[src/sv/ffa_pkg.sv]
package ffa_pkg;

	// port widths
	localparam int ADDR_W = 17;
	localparam int FUNC_W = 2;
	localparam int STAT_W = 2;
	localparam int SIZE_W = 18;

	// defaults for the top level parameters
	localparam int ARENA_BYTES_DEF  = 65536;
	localparam int HEADER_BYTES_DEF = 16;
	localparam int ALIGN_BYTES_DEF  = 8;

	// header slots are 8 bytes apart, a split leaves at least 8 payload bytes
	localparam int SLOT_SHIFT = 3;
	localparam int MIN_SPLIT  = 8;

	// command codes
	localparam logic [FUNC_W-1:0] FUNC_ALLOC = 2'd0;
	localparam logic [FUNC_W-1:0] FUNC_FREE  = 2'd1;
	localparam logic [FUNC_W-1:0] FUNC_ARENA = 2'd2;

	// status codes
	localparam logic [STAT_W-1:0] STAT_DONE    = 2'd0;
	localparam logic [STAT_W-1:0] STAT_NOSPACE = 2'd1;
	localparam logic [STAT_W-1:0] STAT_BADADDR = 2'd2;

	// classified item handed from front to back
	typedef struct packed {
		logic [FUNC_W-1:0] func;
		logic [SIZE_W-1:0] size;
		logic [ADDR_W-1:0] target;
		logic              bad;
	} cmd_t;

endpackage

[src/sv/ffa_front.sv]
module ffa_front #(
	parameter int HEADER_BYTES = ffa_pkg::HEADER_BYTES_DEF,
	parameter int ALIGN_BYTES  = ffa_pkg::ALIGN_BYTES_DEF
) (
	input  logic                        clk,
	input  logic                        arst_n,
	input  logic                        valid,
	output logic                        ready,
	input  logic [ffa_pkg::FUNC_W-1:0]  func,
	input  logic [ffa_pkg::ADDR_W-1:0]  request_size,
	input  logic [ffa_pkg::ADDR_W-1:0]  block_address,
	output logic                        cmd_valid,
	input  logic                        cmd_ready,
	output ffa_pkg::cmd_t               cmd
);
	import ffa_pkg::*;

	localparam logic [SIZE_W-1:0] ALIGN_M = SIZE_W'(ALIGN_BYTES - 1);
	localparam logic [ADDR_W-1:0] HDR_A   = ADDR_W'(HEADER_BYTES);

	cmd_t       fifo_q [2];
	logic       wr_ptr_q;
	logic       rd_ptr_q;
	logic [1:0] count_q;
	cmd_t       cls;
	logic [SIZE_W-1:0] size_sum;
	logic       push;
	logic       pop;

	// classify: round the size up, form the header offset of a free
	assign size_sum   = SIZE_W'(request_size) + ALIGN_M;
	assign cls.func   = func;
	assign cls.size   = size_sum & ~ALIGN_M;
	assign cls.target = block_address - HDR_A;
	assign cls.bad    = block_address < HDR_A;

	assign ready     = count_q != 2'd2;
	assign cmd_valid = count_q != 2'd0;
	assign cmd       = fifo_q[rd_ptr_q];
	assign push      = valid && ready;
	assign pop       = cmd_valid && cmd_ready;

	// two-entry item queue
	always_ff @(posedge clk or negedge arst_n) begin
		if (!arst_n) begin
			wr_ptr_q <= 1'b0;
			rd_ptr_q <= 1'b0;
			count_q  <= 2'd0;
		end else begin
			if (push) wr_ptr_q <= ~wr_ptr_q;
			if (pop) rd_ptr_q <= ~rd_ptr_q;
			count_q <= count_q + {1'b0, push} - {1'b0, pop};
		end
	end

	always_ff @(posedge clk) begin
		if (push) fifo_q[wr_ptr_q] <= cls;
	end

endmodule

[config.mk]
export PLATFORM = sky130hd
export DESIGN_NAME = ffa_front
export DESIGN_NICKNAME = d
export VERILOG_FILES = /design/src/sv/ffa_pkg.sv /design/src/sv/ffa_front.sv
export SDC_FILE = /design/constraint.sdc
export NUM_CORES = 1
export LEC_CHECK = 0
export BUFFER_PORTS_ARGS = -buffer_cell sky130_fd_sc_hd__buf_2
export CELL_PAD_IN_SITES_DETAIL_PLACEMENT = 1
export CELL_PAD_IN_SITES_GLOBAL_PLACEMENT = 1
export CORE_ASPECT_RATIO = 1.75
export CORE_MARGIN = 10
export CORE_UTILIZATION = 43
export DETAILED_ROUTE_END_ITERATION = 7
export HOLD_SLACK_MARGIN = 0.08
export PLACE_DENSITY_LB_ADDON = 0.1
export SLEW_MARGIN = 20
export SYNTH_ARGS = -nofsm -noshare
export SYNTH_HDL_FRONTEND = slang
export SYNTH_SLANG_ARGS = --single-unit
[constraint.sdc]
create_clock -name clk -period 2.9 [get_ports clk]
set_input_delay 0.145 -clock clk [delete_from_list [all_inputs] [get_ports clk]]
set_output_delay 0.145 -clock clk [all_outputs]
set_load 0.005 [all_outputs]
==> results.yml <==
status:
  run_status: "finished, final reports clean"
timing:
  fmax_mhz: 535
  post-route-period-util_pct: 64.5
  hold_ws_ns: 0.157
  min_period_ns: 1.87
  finalSetupViolations: 0
  worst_slew_pin_slew_ns: 0.853
  timing.clock.skew_ns: 0.00470
  grt_setup_unrepaired: "false"
  maxSlewHeadroom_pct: 43.1
  finalSetupTns_ns: 0
  final-max-slew-violation-count: 0
  final-hold-violation-count: 0
grt:
  vias_in_the_first_global_route: 2191
  antenna_violations_before_repair: 0
  grt_max_degree: 36
  gr-usage-all-layers_pct: 12.2
  overflow_left_after_global_routing: 0
  grt_pass1_wl_um: 11000
detailed_routing:
  routed_wl_um: 6780
  route.vias.total: 1907
  vias_per_cell: 5.04
  dr.first_iter.drc_count: 82
  first_pass_iters: 5
  drc: 0
  routedWlPerCell_um: 17.9
  ant_nets: 0
finish:
  nets: 330
  commonest_non_fill_non_tap_cell_in_the_layout: "buf_2"
  share_of_cells_above_drive_strength_1_pct: 45.9
  insertedDiodeCount: 0
  final_util_pct: 55.6
  most-common-layout-cells: "buf_2, edfxtp_1, mux2_2"
  area_growth_pct: 25.4
clock_tree:
  cts.clk_slew.worst_paths_ns: 0.05
  cts_bufs_inserted: 9
  cts_max_path_buffers: 2
  worstSkewPairLatency_ns: 0.32
  cts.sink_count: 74
  cts_repair_resize_count: 0
  cts_tree: "built"
  cts-root-buf: "clkbuf_16"
  clock_tree.htree_level_count: 3
yosys:
  yosysSeqAreaShare_pct: 68.6
  syn_inst: 196
  yosys.area_share.simple_pct: 8.15
  synth_compound_gate_area_share_pct: 0
  synth.area.mux_share_pct: 12.3
  synth.avg_cell_area_um2: 16.4
  post_synth_num_cell_types: 30
  yosys_most_used_dff: "edfxtp_1"
  asyncSetResetFlopFracSynth_pct: 5.41
  synth.cell_area_um2: 3210
  synth_top_family_by_area: "multiplexers"
  synth_fa_ha_area_share_pct: 1.17
  count_of_flip_flops_with_a_built_in_enable_after_synthesis: 70
  yosys_register_bits: 74
  synth_warnings: 0
  synthXorXnorAreaFrac_pct: 7.91
placement:
  post-dp-hpwl_um: 4980
  gp_congestion: 0.718
  place.port_buffers: 76
setup_path:
  startpoint_type: "register"
  critPathArrivalTime_ns: 1.72
  path_class: "reg -> out"
  timing.reg2reg.worst_path_depth: 7
  critical_path.slowest_cell: "dfrtp_1"
  setup_crit_end_kind: "output pin"
  crit_path_cell_trace: "buf_12 -> mux2_2 -> buf_2"
  critPathRequiredTime_ns: 2.76
  crit_fanout: 27
  r2r_setup_slack_ns: 1.07
  cpPeakStageDelay_ns: 0.63
floorplan:
  std_cell_rows: 41
  die_area_um2: 11500
  die_width_um: 85.3
  design.portCount: 80
  initial_utilization_pct: 44.4
  floorplan.die.height_um: 134
  core_region_area_um2: 7230
power:
  power.static_leakage_nw: 1.54
  max-vdd-ir-drop_mv: 0.341
  p_per_area_nw_per_um2: 877
  finalPower_mw: 3.53
hold_path:
  holdCritPathClass: "in -> async"
flow_run:
  max-cap-violations: 0
final timing paths:
| check | from | endpoint |
|---|---|---|
| worst max-delay path | rd_ptr_q | cmd[15] |
| worst min-delay path | arst_n | count_q[1] |
| worst max register to register | count_q[1] | count_q[1] |
| worst min register to register | count_q[0] | count_q[0] |
| max in group asynchronous | arst_n | wr_ptr_q |
| min in group clk | block_address[16] | fifo_q[0][0] |
what timing repair did:
item | 4_1_cts | 5_1_grt
hold buffers | 7 | 0
endpoints found under the hold margin | 16 | 0
setup buffers | 0 | 0
registers in the layout (all words and copies together), names as in the netlist:
| register | flops |
|---|---|
| count_q | 2 |
| fifo_q | 70 |
| wr_ptr_q | 1 |
| rd_ptr_q | 1 |
metal layers:
layer / up-vias / wire length [µm] / GRT usage, %
li1: 908 / - / -
met1: 937 / 2490 / 11.8
met2: 52 / 3740 / 21.9
met3: 10 / 419 / 4.55
met4: 0 / 133 / 5.51
met5: - / 0 / 0
per-stage QoR:
stage	std cells	setup WS [ns]	instance area [µm²]
after floorplan	198	0.380	3220
after global placement	355	1.19	3700
after detailed placement	355	1.10	3700
after CTS	378	0.968	4020
after global routing	378	0.920	4020
final	378	1.03	4020
final cells by class:
type / count / area (µm²)
clock buffers: 11 / 233
clock inverters: 5 / 21.3
fillers: 726 / 3210
inverters: 4 / 15.0
multi-input cells: 113 / 967
flip-flops and latches: 74 / 2200
well taps: 86 / 108
repair buffers: 85 / 478
report_power, final:
part           total, mW  switching (mW)  internal, mW
combinational       1.02           0.505         0.511
clock              0.940           0.374         0.566
sequential          1.57          0.0947          1.48
total               3.53           0.974          2.55
cells by family (layout without fill, tap and decap cells):
logic type,after synthesis,in the layout
adder cells (fa/ha/maj),3,3
XOR/XNOR,29,29
other,1,3
AND/OR/NAND/NOR,43,43
buffers and inverters,11,105
multiplexers,35,35
flip-flops,74,74
critical path, delay by kind of cell, from the launching register on:
| family | cells | cell delay (ns) |
|---|---|---|
| flip-flops | 1 | 0.63 |
| buffers and inverters | 2 | 0.39 |
| multiplexers | 1 | 0.37 |
Yosys cell counts, drive strengths merged (3+ instances only):
cell    instances  area [µm²]
inv             4        15.0
ha              3        37.5
edfxtp         70        2100
nand2          10        40.0
nand3           5        25.0
nor2            7        26.3
mux2           35         394
nor4            3        31.3
xor2           12         105
nor3            4        30.0
buf             6        37.5
dfrtp           4         100
xnor2          17         149
Note: power is estimated with default switching activity, not from simulation.
